### src/rtl/core/oaat_pkg.sv
package oaat_pkg;

  localparam int unsigned HASH_W   = 32;
  localparam int unsigned BYTE_W   = 8;
  localparam int unsigned SIZE_W   = 17;
  localparam int unsigned BUCKET_W = 16;

  localparam int unsigned MIX_SHL = 10;
  localparam int unsigned MIX_SHR = 6;
  localparam int unsigned FIN_SHL_A = 3;
  localparam int unsigned FIN_SHR_B = 11;
  localparam int unsigned FIN_SHL_C = 15;

  localparam logic [SIZE_W-1:0] SIZE_RESET = SIZE_W'(8192);
  localparam logic [SIZE_W-1:0] SIZE_MAX   = SIZE_W'(65536);

  localparam int unsigned PADDR_W = 3;
  localparam logic [0:0] REG_TABLE_SIZE = 1'b0;

  typedef struct packed {
    logic [BYTE_W-1:0] key_byte;
    logic              key_last;
  } in_req_t;

  typedef struct packed {
    logic [BUCKET_W-1:0] bucket_index;
    logic [HASH_W-1:0]   full_hash;
  } out_res_t;

  typedef enum logic [2:0] {
    ST_IDLE,
    ST_MIX_SHL,
    ST_MIX_XOR,
    ST_FIN_A,
    ST_FIN_B,
    ST_FIN_C,
    ST_DIV,
    ST_EMIT
  } state_e;

  typedef enum logic {
    ALU_ADD,
    ALU_XOR
  } alu_op_e;

endpackage

### src/rtl/core/oaat_mod.sv
module oaat_mod (
  input  logic                              clk_i,
  input  logic                              rst_ni,
  input  logic                              start_i,
  input  logic [oaat_pkg::HASH_W-1:0]       dividend_i,
  input  logic [oaat_pkg::SIZE_W-1:0]       divisor_i,
  output logic                              done_o,
  output logic [oaat_pkg::BUCKET_W-1:0]     rem_o
);

  localparam int unsigned CNT_W = $clog2(oaat_pkg::HASH_W);

  logic                          busy_q, busy_d;
  logic                          done_q, done_d;
  logic [CNT_W-1:0]              cnt_q, cnt_d;
  logic [oaat_pkg::HASH_W-1:0]   quo_q, quo_d;
  logic [oaat_pkg::SIZE_W-1:0]   rem_q, rem_d;
  logic [oaat_pkg::SIZE_W-1:0]   div_q, div_d;
  logic [oaat_pkg::SIZE_W:0]     shifted;
  logic [oaat_pkg::SIZE_W:0]     diff;

  assign shifted = {rem_q, quo_q[oaat_pkg::HASH_W-1]};
  assign diff    = shifted - {1'b0, div_q};

  always_comb begin
    busy_d = busy_q;
    done_d = 1'b0;
    cnt_d  = cnt_q;
    quo_d  = quo_q;
    rem_d  = rem_q;
    div_d  = div_q;
    if (start_i) begin
      busy_d = 1'b1;
      cnt_d  = '0;
      quo_d  = dividend_i;
      rem_d  = '0;
      div_d  = divisor_i;
    end else if (busy_q) begin
      quo_d = {quo_q[oaat_pkg::HASH_W-2:0], 1'b0};
      if (shifted >= {1'b0, div_q}) begin
        rem_d = diff[oaat_pkg::SIZE_W-1:0];
      end else begin
        rem_d = shifted[oaat_pkg::SIZE_W-1:0];
      end
      cnt_d = cnt_q + CNT_W'(1);
      if (cnt_q == CNT_W'(oaat_pkg::HASH_W - 1)) begin
        busy_d = 1'b0;
        done_d = 1'b1;
      end
    end
  end

  always_ff @(posedge clk_i or negedge rst_ni) begin
    if (!rst_ni) begin
      busy_q <= 1'b0;
      done_q <= 1'b0;
      cnt_q  <= '0;
    end else begin
      busy_q <= busy_d;
      done_q <= done_d;
      cnt_q  <= cnt_d;
    end
  end

  always_ff @(posedge clk_i) begin
    quo_q <= quo_d;
    rem_q <= rem_d;
    div_q <= div_d;
  end

  assign done_o = done_q;
  assign rem_o  = rem_q[oaat_pkg::BUCKET_W-1:0];

endmodule

### src/rtl/core/one_at_a_time_hash_bucket.sv
// Steps: a mixed key byte passes the IDLE, MIX_SHL and MIX_XOR states, a skipped byte IDLE
// alone. A last byte adds FIN_A, FIN_B and FIN_C (avalanche), the bit-serial bucket divider
// and its done flag, and the output register load, which stalls while the previous result waits.
// Throughput: one key byte at a time; a new byte is taken while a result waits.
// Reset: asynchronous, active low; clears the running hash and counters and sets the table
// size to 8192. No clearing pass is needed.
module one_at_a_time_hash_bucket #(
  parameter int unsigned MAX_KEY_LENGTH = 256
) (
  input  logic                            clk_i,
  input  logic                            rst_ni,
  input  logic                            in_valid_i,
  output logic                            in_ready_o,
  input  oaat_pkg::in_req_t               in_req_i,
  output logic                            out_valid_o,
  input  logic                            out_ready_i,
  output oaat_pkg::out_res_t              out_req_o,
  input  logic                            psel,
  input  logic                            penable,
  input  logic                            pwrite,
  input  logic [oaat_pkg::PADDR_W-1:0]    paddr,
  input  logic [31:0]                     pwdata,
  output logic [31:0]                     prdata,
  output logic                            pready
);

  localparam int unsigned TAKEN_W = $clog2(MAX_KEY_LENGTH + 1);

  oaat_pkg::state_e                 state_q, state_d;
  logic [oaat_pkg::HASH_W-1:0]      hash_q, hash_d;
  logic [TAKEN_W-1:0]               taken_q, taken_d;
  logic                             stop_q, stop_d;
  logic                             last_q, last_d;
  logic [oaat_pkg::SIZE_W-1:0]      size_q;
  logic [oaat_pkg::SIZE_W-1:0]      eff_size;
  logic                             out_valid_q;
  oaat_pkg::out_res_t               out_res_q;

  logic                             in_accept;
  logic                             key_active;
  logic                             do_mix;
  logic                             in_ready;
  logic                             hash_we;
  logic                             div_start;
  logic                             out_load;
  logic                             clear_key;
  logic                             div_done;
  logic [oaat_pkg::BUCKET_W-1:0]    div_rem;

  oaat_pkg::alu_op_e                alu_op;
  logic [oaat_pkg::HASH_W-1:0]      alu_b;
  logic [oaat_pkg::HASH_W-1:0]      alu_y;

  logic                             cfg_we;

  assign pready = 1'b1;
  assign cfg_we = psel && penable && pwrite
                  && (paddr[2] == oaat_pkg::REG_TABLE_SIZE);
  assign prdata = (paddr[2] == oaat_pkg::REG_TABLE_SIZE)
                  ? {{(32 - oaat_pkg::SIZE_W){1'b0}}, size_q} : '0;

  always_ff @(posedge clk_i or negedge rst_ni) begin
    if (!rst_ni) begin
      size_q <= oaat_pkg::SIZE_RESET;
    end else if (cfg_we) begin
      size_q <= pwdata[oaat_pkg::SIZE_W-1:0];
    end
  end

  always_comb begin
    if (size_q == '0) begin
      eff_size = oaat_pkg::SIZE_W'(1);
    end else if (size_q > oaat_pkg::SIZE_MAX) begin
      eff_size = oaat_pkg::SIZE_MAX;
    end else begin
      eff_size = size_q;
    end
  end

  assign in_accept  = in_valid_i && in_ready;
  assign key_active = !stop_q && (taken_q < TAKEN_W'(MAX_KEY_LENGTH));
  assign do_mix     = key_active && (in_req_i.key_byte != '0);

  always_comb begin
    alu_op = oaat_pkg::ALU_ADD;
    alu_b  = '0;
    unique case (state_q)
      oaat_pkg::ST_IDLE: begin
        alu_b = {{(oaat_pkg::HASH_W - oaat_pkg::BYTE_W){1'b0}}, in_req_i.key_byte};
      end
      oaat_pkg::ST_MIX_SHL: begin
        alu_b = hash_q << oaat_pkg::MIX_SHL;
      end
      oaat_pkg::ST_MIX_XOR: begin
        alu_op = oaat_pkg::ALU_XOR;
        alu_b  = hash_q >> oaat_pkg::MIX_SHR;
      end
      oaat_pkg::ST_FIN_A: begin
        alu_b = hash_q << oaat_pkg::FIN_SHL_A;
      end
      oaat_pkg::ST_FIN_B: begin
        alu_op = oaat_pkg::ALU_XOR;
        alu_b  = hash_q >> oaat_pkg::FIN_SHR_B;
      end
      oaat_pkg::ST_FIN_C: begin
        alu_b = hash_q << oaat_pkg::FIN_SHL_C;
      end
      default: begin
        alu_b = '0;
      end
    endcase
    alu_y = (alu_op == oaat_pkg::ALU_ADD) ? (hash_q + alu_b) : (hash_q ^ alu_b);
  end

  always_comb begin
    state_d = state_q;
    unique case (state_q)
      oaat_pkg::ST_IDLE: begin
        if (in_accept) begin
          if (do_mix) begin
            state_d = oaat_pkg::ST_MIX_SHL;
          end else if (in_req_i.key_last) begin
            state_d = oaat_pkg::ST_FIN_A;
          end
        end
      end
      oaat_pkg::ST_MIX_SHL: state_d = oaat_pkg::ST_MIX_XOR;
      oaat_pkg::ST_MIX_XOR: begin
        state_d = last_q ? oaat_pkg::ST_FIN_A : oaat_pkg::ST_IDLE;
      end
      oaat_pkg::ST_FIN_A: state_d = oaat_pkg::ST_FIN_B;
      oaat_pkg::ST_FIN_B: state_d = oaat_pkg::ST_FIN_C;
      oaat_pkg::ST_FIN_C: state_d = oaat_pkg::ST_DIV;
      oaat_pkg::ST_DIV: begin
        if (div_done) begin
          state_d = oaat_pkg::ST_EMIT;
        end
      end
      oaat_pkg::ST_EMIT: begin
        if (!out_valid_q || out_ready_i) begin
          state_d = oaat_pkg::ST_IDLE;
        end
      end
      default: state_d = oaat_pkg::ST_IDLE;
    endcase
  end

  always_comb begin
    in_ready  = 1'b0;
    hash_we   = 1'b0;
    div_start = 1'b0;
    out_load  = 1'b0;
    clear_key = 1'b0;
    unique case (state_q)
      oaat_pkg::ST_IDLE: begin
        in_ready = 1'b1;
        hash_we  = in_accept && do_mix;
      end
      oaat_pkg::ST_MIX_SHL, oaat_pkg::ST_MIX_XOR,
      oaat_pkg::ST_FIN_A, oaat_pkg::ST_FIN_B: begin
        hash_we = 1'b1;
      end
      oaat_pkg::ST_FIN_C: begin
        hash_we   = 1'b1;
        div_start = 1'b1;
      end
      oaat_pkg::ST_DIV: begin
        hash_we = 1'b0;
      end
      oaat_pkg::ST_EMIT: begin
        out_load  = !out_valid_q || out_ready_i;
        clear_key = out_load;
      end
      default: begin
        in_ready = 1'b0;
      end
    endcase
  end

  always_comb begin
    hash_d  = hash_q;
    taken_d = taken_q;
    stop_d  = stop_q;
    last_d  = last_q;
    if (hash_we) begin
      hash_d = alu_y;
    end
    if (in_accept) begin
      last_d = in_req_i.key_last;
      if (do_mix) begin
        taken_d = taken_q + TAKEN_W'(1);
      end else if (key_active) begin
        stop_d = 1'b1;
      end
    end
    if (clear_key) begin
      hash_d  = '0;
      taken_d = '0;
      stop_d  = 1'b0;
      last_d  = 1'b0;
    end
  end

  always_ff @(posedge clk_i or negedge rst_ni) begin
    if (!rst_ni) begin
      state_q     <= oaat_pkg::ST_IDLE;
      hash_q      <= '0;
      taken_q     <= '0;
      stop_q      <= 1'b0;
      last_q      <= 1'b0;
      out_valid_q <= 1'b0;
    end else begin
      state_q <= state_d;
      hash_q  <= hash_d;
      taken_q <= taken_d;
      stop_q  <= stop_d;
      last_q  <= last_d;
      if (out_load) begin
        out_valid_q <= 1'b1;
      end else if (out_ready_i) begin
        out_valid_q <= 1'b0;
      end
    end
  end

  always_ff @(posedge clk_i) begin
    if (out_load) begin
      out_res_q.bucket_index <= div_rem;
      out_res_q.full_hash    <= hash_q;
    end
  end

  oaat_mod u_mod (
    .clk_i      (clk_i),
    .rst_ni     (rst_ni),
    .start_i    (div_start),
    .dividend_i (alu_y),
    .divisor_i  (eff_size),
    .done_o     (div_done),
    .rem_o      (div_rem)
  );

  assign in_ready_o  = in_ready;
  assign out_valid_o = out_valid_q;
  assign out_req_o   = out_res_q;

  a_done_in_div: assert property (@(posedge clk_i) disable iff (!rst_ni)
    div_done |-> (state_q == oaat_pkg::ST_DIV))
    else $error("divider finished outside the divide state");

  a_bucket_range: assert property (@(posedge clk_i) disable iff (!rst_ni)
    out_load |=> ({1'b0, out_res_q.bucket_index} < eff_size))
    else $error("bucket index not below the table size");

  a_taken_cap: assert property (@(posedge clk_i) disable iff (!rst_ni)
    taken_q <= TAKEN_W'(MAX_KEY_LENGTH))
    else $error("byte count passed the key length cap");

  a_last_busy: assert property (@(posedge clk_i) disable iff (!rst_ni)
    (in_accept && in_req_i.key_last) |=> !in_ready_o)
    else $error("new request taken before the key was finalized");

endmodule
### config.mk
export PLATFORM = sky130hd
export DESIGN_NAME = one_at_a_time_hash_bucket
export DESIGN_NICKNAME = d
export VERILOG_FILES = /design/src/rtl/core/oaat_pkg.sv /design/src/rtl/core/oaat_mod.sv /design/src/rtl/core/one_at_a_time_hash_bucket.sv
export SDC_FILE = /design/constraint.sdc
export NUM_CORES = 1
export LEC_CHECK = 0
export ABC_AREA = 1
export BUFFER_PORTS_ARGS = -buffer_cell sky130_fd_sc_hd__buf_2
export CAP_MARGIN = 5
export CORE_MARGIN = 2
export CORE_UTILIZATION = 50
export CTS_BUF_LIST = sky130_fd_sc_hd__clkbuf_2 sky130_fd_sc_hd__clkbuf_4 sky130_fd_sc_hd__clkbuf_8
export DETAILED_ROUTE_END_ITERATION = 10
export PLACE_DENSITY = 0.79
export RECOVER_POWER = 25
export SETUP_SLACK_MARGIN = 0.3
export SLEW_MARGIN = 40
export SYNTH_ARGS = -nofsm -noshare
export SYNTH_HDL_FRONTEND = slang
export SYNTH_SLANG_ARGS = --single-unit
export TNS_END_PERCENT = 50
### constraint.sdc
create_clock -name clk_i -period 5.4 [get_ports clk_i]
set_input_delay 0.81 -clock clk_i [delete_from_list [all_inputs] [get_ports clk_i]]
set_output_delay 0.81 -clock clk_i [all_outputs]
set_load 0.02 [all_outputs]
Word level (Yosys, flattened, before mapping):

Index checks and enable logic that the tools add are counted.
W data, S select, Z words.

* $add $sub $neg: 4
* multiply operators: 0
* div/mod/pow operators: 0
* $lt $le $gt $ge: 3
* equality and inequality tests: 13
* shift operators: 0
* mux-type cells: 40
* bitwise logic cells: 2
* reductions and logical operators: 25

Operators by type and width (number)
* $pmux W32 S6: 1
* $mux W32: 5
* $mux W17: 3
* $add A32 B32 Y32: 1
* $xor A32 B32 Y32: 1
* $mux W9: 3
* $pmux W3 S8: 1
* $ge A18 B17 Y1: 1
* $mux W1: 18
* $gt A17 B17 Y1 const B: 1
* $logic_not A17 Y1: 1
* $sub A17 B17 Y17: 1
* $mux W3: 5
* $eq A3 B3 Y1 const B: 4
* $reduce_bool A2 Y1: 6
* $mux W5: 2
* $add A9 B1 Y9 const B: 1
* $lt A9 B9 Y1 const B: 1
* $reduce_bool A8 Y1: 1
* $logic_and A1 B1 Y1: 7
* $eq A3 B2 Y1 const B: 2
* $add A5 B1 Y5 const B: 1
* $eq A5 B5 Y1 const B: 1
* $reduce_or A5 Y1: 1
* 14 further kinds: 18

* register bits: 185
* bits in latches: 0
* RAM bits: 0
* memory bits (read-only): 0
* input bits: 51
* word-level logic and storage cells: 103
* memories kept: 0

Logic depth before layout (Yosys ltp):

* word-level depth: 7
* mapped depth: 22
* gate-level depth less buffers: 22

Hierarchy:

Synthesis repeated with hierarchy kept, for this count alone.

* cells, all modules: 1595
* area total of the unflattened synthesis: 12020.3 um^2

By module, submodules not included
* one_at_a_time_hash_bucket: times used 1, cells an instance 1048, area each 7658.6 um^2, sequential area each 3044.2 um^2
* oaat_mod: times used 1, cells an instance 547, area each 4361.7 um^2, sequential area each 1986.9 um^2

Worst setup path before layout:

No wires, ideal clock.

* path kind: reg2reg
* start point: register state_q[0]
* end point: register u_mod.quo_q[16] in the netlist's numbering, data pin
* setup time: 0.257 ns
* arrival: 2.571 ns
* required time: 5.143 ns
* setup slack: 2.572 ns
* stages on the path, launching flop included: 19
* buffers on the path: 1
* path through: dfrtp_1 > nor2_2 > inv_2 > nor2_4 > clkbuf_1 > nand2_1 > o221ai_1 > ha_1 > fa_1 > nand2_1 > a21oi_1 > nand2_1 > nand2_1 > nand2_1 > nand2_1 > nand2_1 > xnor2_1 > nand2_1 > nand2_1

* longest elaborated chain between the ends: 5
* elaborated cells on any way between the ends: 14

RTL lines
* from (decl): line one_at_a_time_hash_bucket.sv:29 `oaat_pkg::state_e state_q, state_d;`
* from (signal assigned): line one_at_a_time_hash_bucket.sv:206 `state_q <= oaat_pkg::ST_IDLE;`
* from (signal assigned): line one_at_a_time_hash_bucket.sv:213 `state_q <= state_d;`
* $eq A3 B3 Y1, or another cell as far along: line one_at_a_time_hash_bucket.sv:87, one_at_a_time_hash_bucket.sv:154
* $pmux W32 S6 or $reduce_or A2 Y1 (tied branches)
* $add A32 B32 Y32, or another cell as far along: line one_at_a_time_hash_bucket.sv:112 `alu_y = (alu_op == oaat_pkg::ALU_ADD) ? (hash_q + alu_b) : (hash_q ^ alu_b);`
* $mux W32: line one_at_a_time_hash_bucket.sv:112
* $mux W32 *: line oaat_mod.sv:32 `if (start_i) begin`
* net u_mod.quo_d, one bit: line oaat_mod.sv:16 `logic [oaat_pkg::HASH_W-1:0] quo_q, quo_d;`
* to (signal assigned): line oaat_mod.sv:66 `quo_q <= quo_d;`
* to (decl): line oaat_mod.sv:16

The timed path passes the listed nets; every way through them passes the cells marked *.
A chain may end at the register's enable or synchronous reset.

Final worst setup path:

* start point: register state_q[2]
* end point: register u_mod.quo_q[30] in the netlist's numbering, data pin

Same word-level chain as after synthesis.

==> results.ini <==
[floorplanning]
core_area_um2=23400
pin_count=134
rows=56
dieArea_um2=25000
die_y_um=158
die_w_um=158
start_util=0.507

[worst_setup_path]
crit_fanout=19
cp-end-kind=flop
reg2regPathDepth=15
cp-start-kind=flop
arrival_ns=3.94
crit_type=flop to flop
worstPathRequired_ns=5.63

[place]
gp_congestion=0.980
dp.cells=1995
dp_hpwl_mm=23.7
pre_cts_ws_ns=1.86
port-buffer-count=100

[synthesis]
synth_top_cell_by_area=edfxtp_1
netlist_top_cells_area=edfxtp_1 (25%), nand2_1 (18%), dfrtp_1 (15%), inv_1 (7.9%), ha_1 (5.6%)
synthAdderAreaFrac=0.0593
syn_area_per_cell_um2=7.37
yosysWarnings=0
yosys.area_share.simple=0.303
synthArstFlopShare=0.384
synth_top_flop_cell=edfxtp_1
synth_mux_area_frac=0
syn_inst=1609
synth_top_family_by_area=simple AND/OR/NAND/NOR gates
synth-compound-area-share=0.0824
yosys.area.top_type_share=0.246
synth-xor-area-share=0.0184
synth_seq_cells=185
ys_seq_area_frac=0.424
ys_types=50
synth-edff-count=97
synth_area_um2=11900

[route]
via_per_inst=5.27
drc=0
wire_per_inst_um=15.6
ant_nets=0
vias=10700
drt_pass1_iterations=5
dr.first_iter.drc_count=1066
drt_wl_total_mm=31.6

[final_layout]
diodes=0
final_nets=1801
area_growth_pct=8.93
fin_util=0.552
drive_gt1_frac=0.101
fin_cells=2027

[run_status]
status=complete, no violations

[sta]
fin_skew_ns=0.0188
fmax_mhz=269
rsz0062_at_grt=no
setup_viol=0
tightest_slew_ns=0.861
finalCritPeriodShare=0.689
relSlewSlack=0.425
timing.final.ws_setup_ns=1.68
finalSetupTns_ns=0
slew_viol_final=0
min_period_ns=3.72
finalHoldViolCount=0

[global_routing]
grt_pass1_vias=9890
antenna_found_initial=0
grt-ovfl-total=0
grt_max_degree=72
grt_pass1_wl_mm=50.5
grt_usage=0.261

[power_and_ir_drop]
power_uw=8910
powerDensity_nw_per_um2=690
irDropWorstVdd_mv=0.217
cellLeakagePower_uw=0.00682

[cts]
cts_resized=0
cts_max_path_buffers=2
cts_tree=done
cts_made_buffers=17
cts_hold_buf=0
cts-root-buf=clkbuf_8
cts_sinks=185
worstSkewPairLatency_ns=0.47
cts_setup_buffers=0
clkTransAtPathRegs_ns=0.11
htree_levels=4

[min_path]
hold_class=input port to async pin

[run]
cap_viol_max_count=0

## path summary, 6_finish.rpt
path                                      start               to  slack [ns]
worst max-delay path                 state_q[2]  u_mod.quo_q[30]        1.68
worst min-delay path                     rst_ni        size_q[4]        0.33
worst max register to register       state_q[2]  u_mod.quo_q[30]        1.68
worst min register to register  u_mod.rem_q[16]  u_mod.rem_q[16]        0.48
max in group asynchronous                rst_ni       hash_q[16]        4.52
min in group clk_i              u_mod.rem_q[16]  u_mod.rem_q[16]        0.48
## cell usage after synthesis (2+ instances only)
library cell,instances
a21o_1,3
a21oi_1,59
a221oi_1,3
a22oi_1,5
and2_1,4
buf_1,2
buf_2,4
buf_4,21
buf_6,7
clkbuf_1,19
clkinv_1,2
conb_1,2
dfrtp_1,70
dfxtp_1,17
edfxtp_1,97
fa_1,2
ha_1,53
inv_1,250
inv_2,9
inv_4,2
nand2_1,581
nand2_2,8
nand2_4,3
nand3_1,98
nand3b_1,25
nand4_1,8
nor2_1,110
nor2_2,5
nor2_4,3
nor3_1,11
nor4_1,4
o2111ai_1,5
o21ai_0,44
o21ai_1,2
o21bai_1,3
o221ai_1,12
o22ai_1,20
o31ai_1,2
or2_1,2
xnor2_1,13
xor2_1,10
## state kept, by name (all words and copies together) (netlist names)
name	cells
out_req_o	48
hash_q	32
u_mod.quo_q	32
size_q	17
u_mod.div_q	17
u_mod.rem_q	17
taken_q	9
u_mod.cnt_q	5
state_q	3
last_q	1
out_valid_o	1
stop_q	1
u_mod.busy_q	1
u_mod.done_o	1
## where the power goes
group          switching (uW)  leakage [uW]  internal (uW)
Clock                     558      0.000195            344
Combinational            3690       0.00465           1700
Sequential                451       0.00197           2170
Total                    4700       0.00682           4210
## cell type report
class                           count  area [um2]
Clock buffer                       18         241
Clock inverter                     14         139
Fill cell                        2273       10500
Inverter                          263         993
Multi-Input combinational cell   1122        5560
Sequential cell                   185        5030
Tap cell                          319         399
Timing Repair Buffer              106         556
## metrics by stage
step / area [um2] / hold WS (ns)
after floorplan: 11900 / 0.445
after global placement: 12500 / 0.461
after detailed placement: 12500 / 0.468
after CTS: 12900 / 0.361
after global routing: 12900 / 0.378
final: 12900 / 0.334
## kinds of logic after synthesis
family                     after synthesis
and+or+nand+nor                        863
buffers and inverters                  316
DFF                                    185
AOI/OAI and AO/OA                      164
adders and majority gates               55
xor gates and xnor gates                24
other                                    2
## per-layer routing
| layer | routed length, um | up-vias | global-route usage |
|---|---|---|---|
| li1 | - | 5277 | - |
| met1 | 14200 | 4966 | 0.368 |
| met5 | 0 | - | 0 |
| met3 | 2350 | 47 | 0.0424 |
| met2 | 14500 | 395 | 0.418 |
| met4 | 541 | 0 | 0.0734 |
## cell usage in the layout (no fill, tap or decap), types with 11 or more instances in the layout
master / synthesis / layout
ha_1: 53 / 53
dfxtp_1: 17 / 17
inv_1: 250 / 250
nand3_1: 98 / 98
o22ai_1: 20 / 20
nor2_1: 110 / 110
nand2_1: 581 / 581
dfrtp_1: 70 / 70
o221ai_1: 12 / 12
xnor2_1: 13 / 13
o21ai_0: 44 / 44
buf_2: 4 / 99
clkbuf_8: 0 / 17
nand3b_1: 25 / 25
edfxtp_1: 97 / 97
nor3_1: 11 / 11
conb_1: 2 / 16
a21oi_1: 59 / 59
## worst max-delay path, cell delays in order (launching register included)
cell and delay, ns:
dfrtp_1 0.53, inv_2 0.16, nand2_2 0.37, clkinv_1 0.39, a221oi_1 0.38, o21ai_0 0.18
ha_1 0.39, nand2_1 0.14, nor2_1 0.20, nand2_1 0.09, nor2_1 0.13, nand3_1 0.19
nand3_1 0.14, nand2_1 0.07, nand2_1 0.05, nand2_1 0.05
Power figures use the tool's default switching activity.
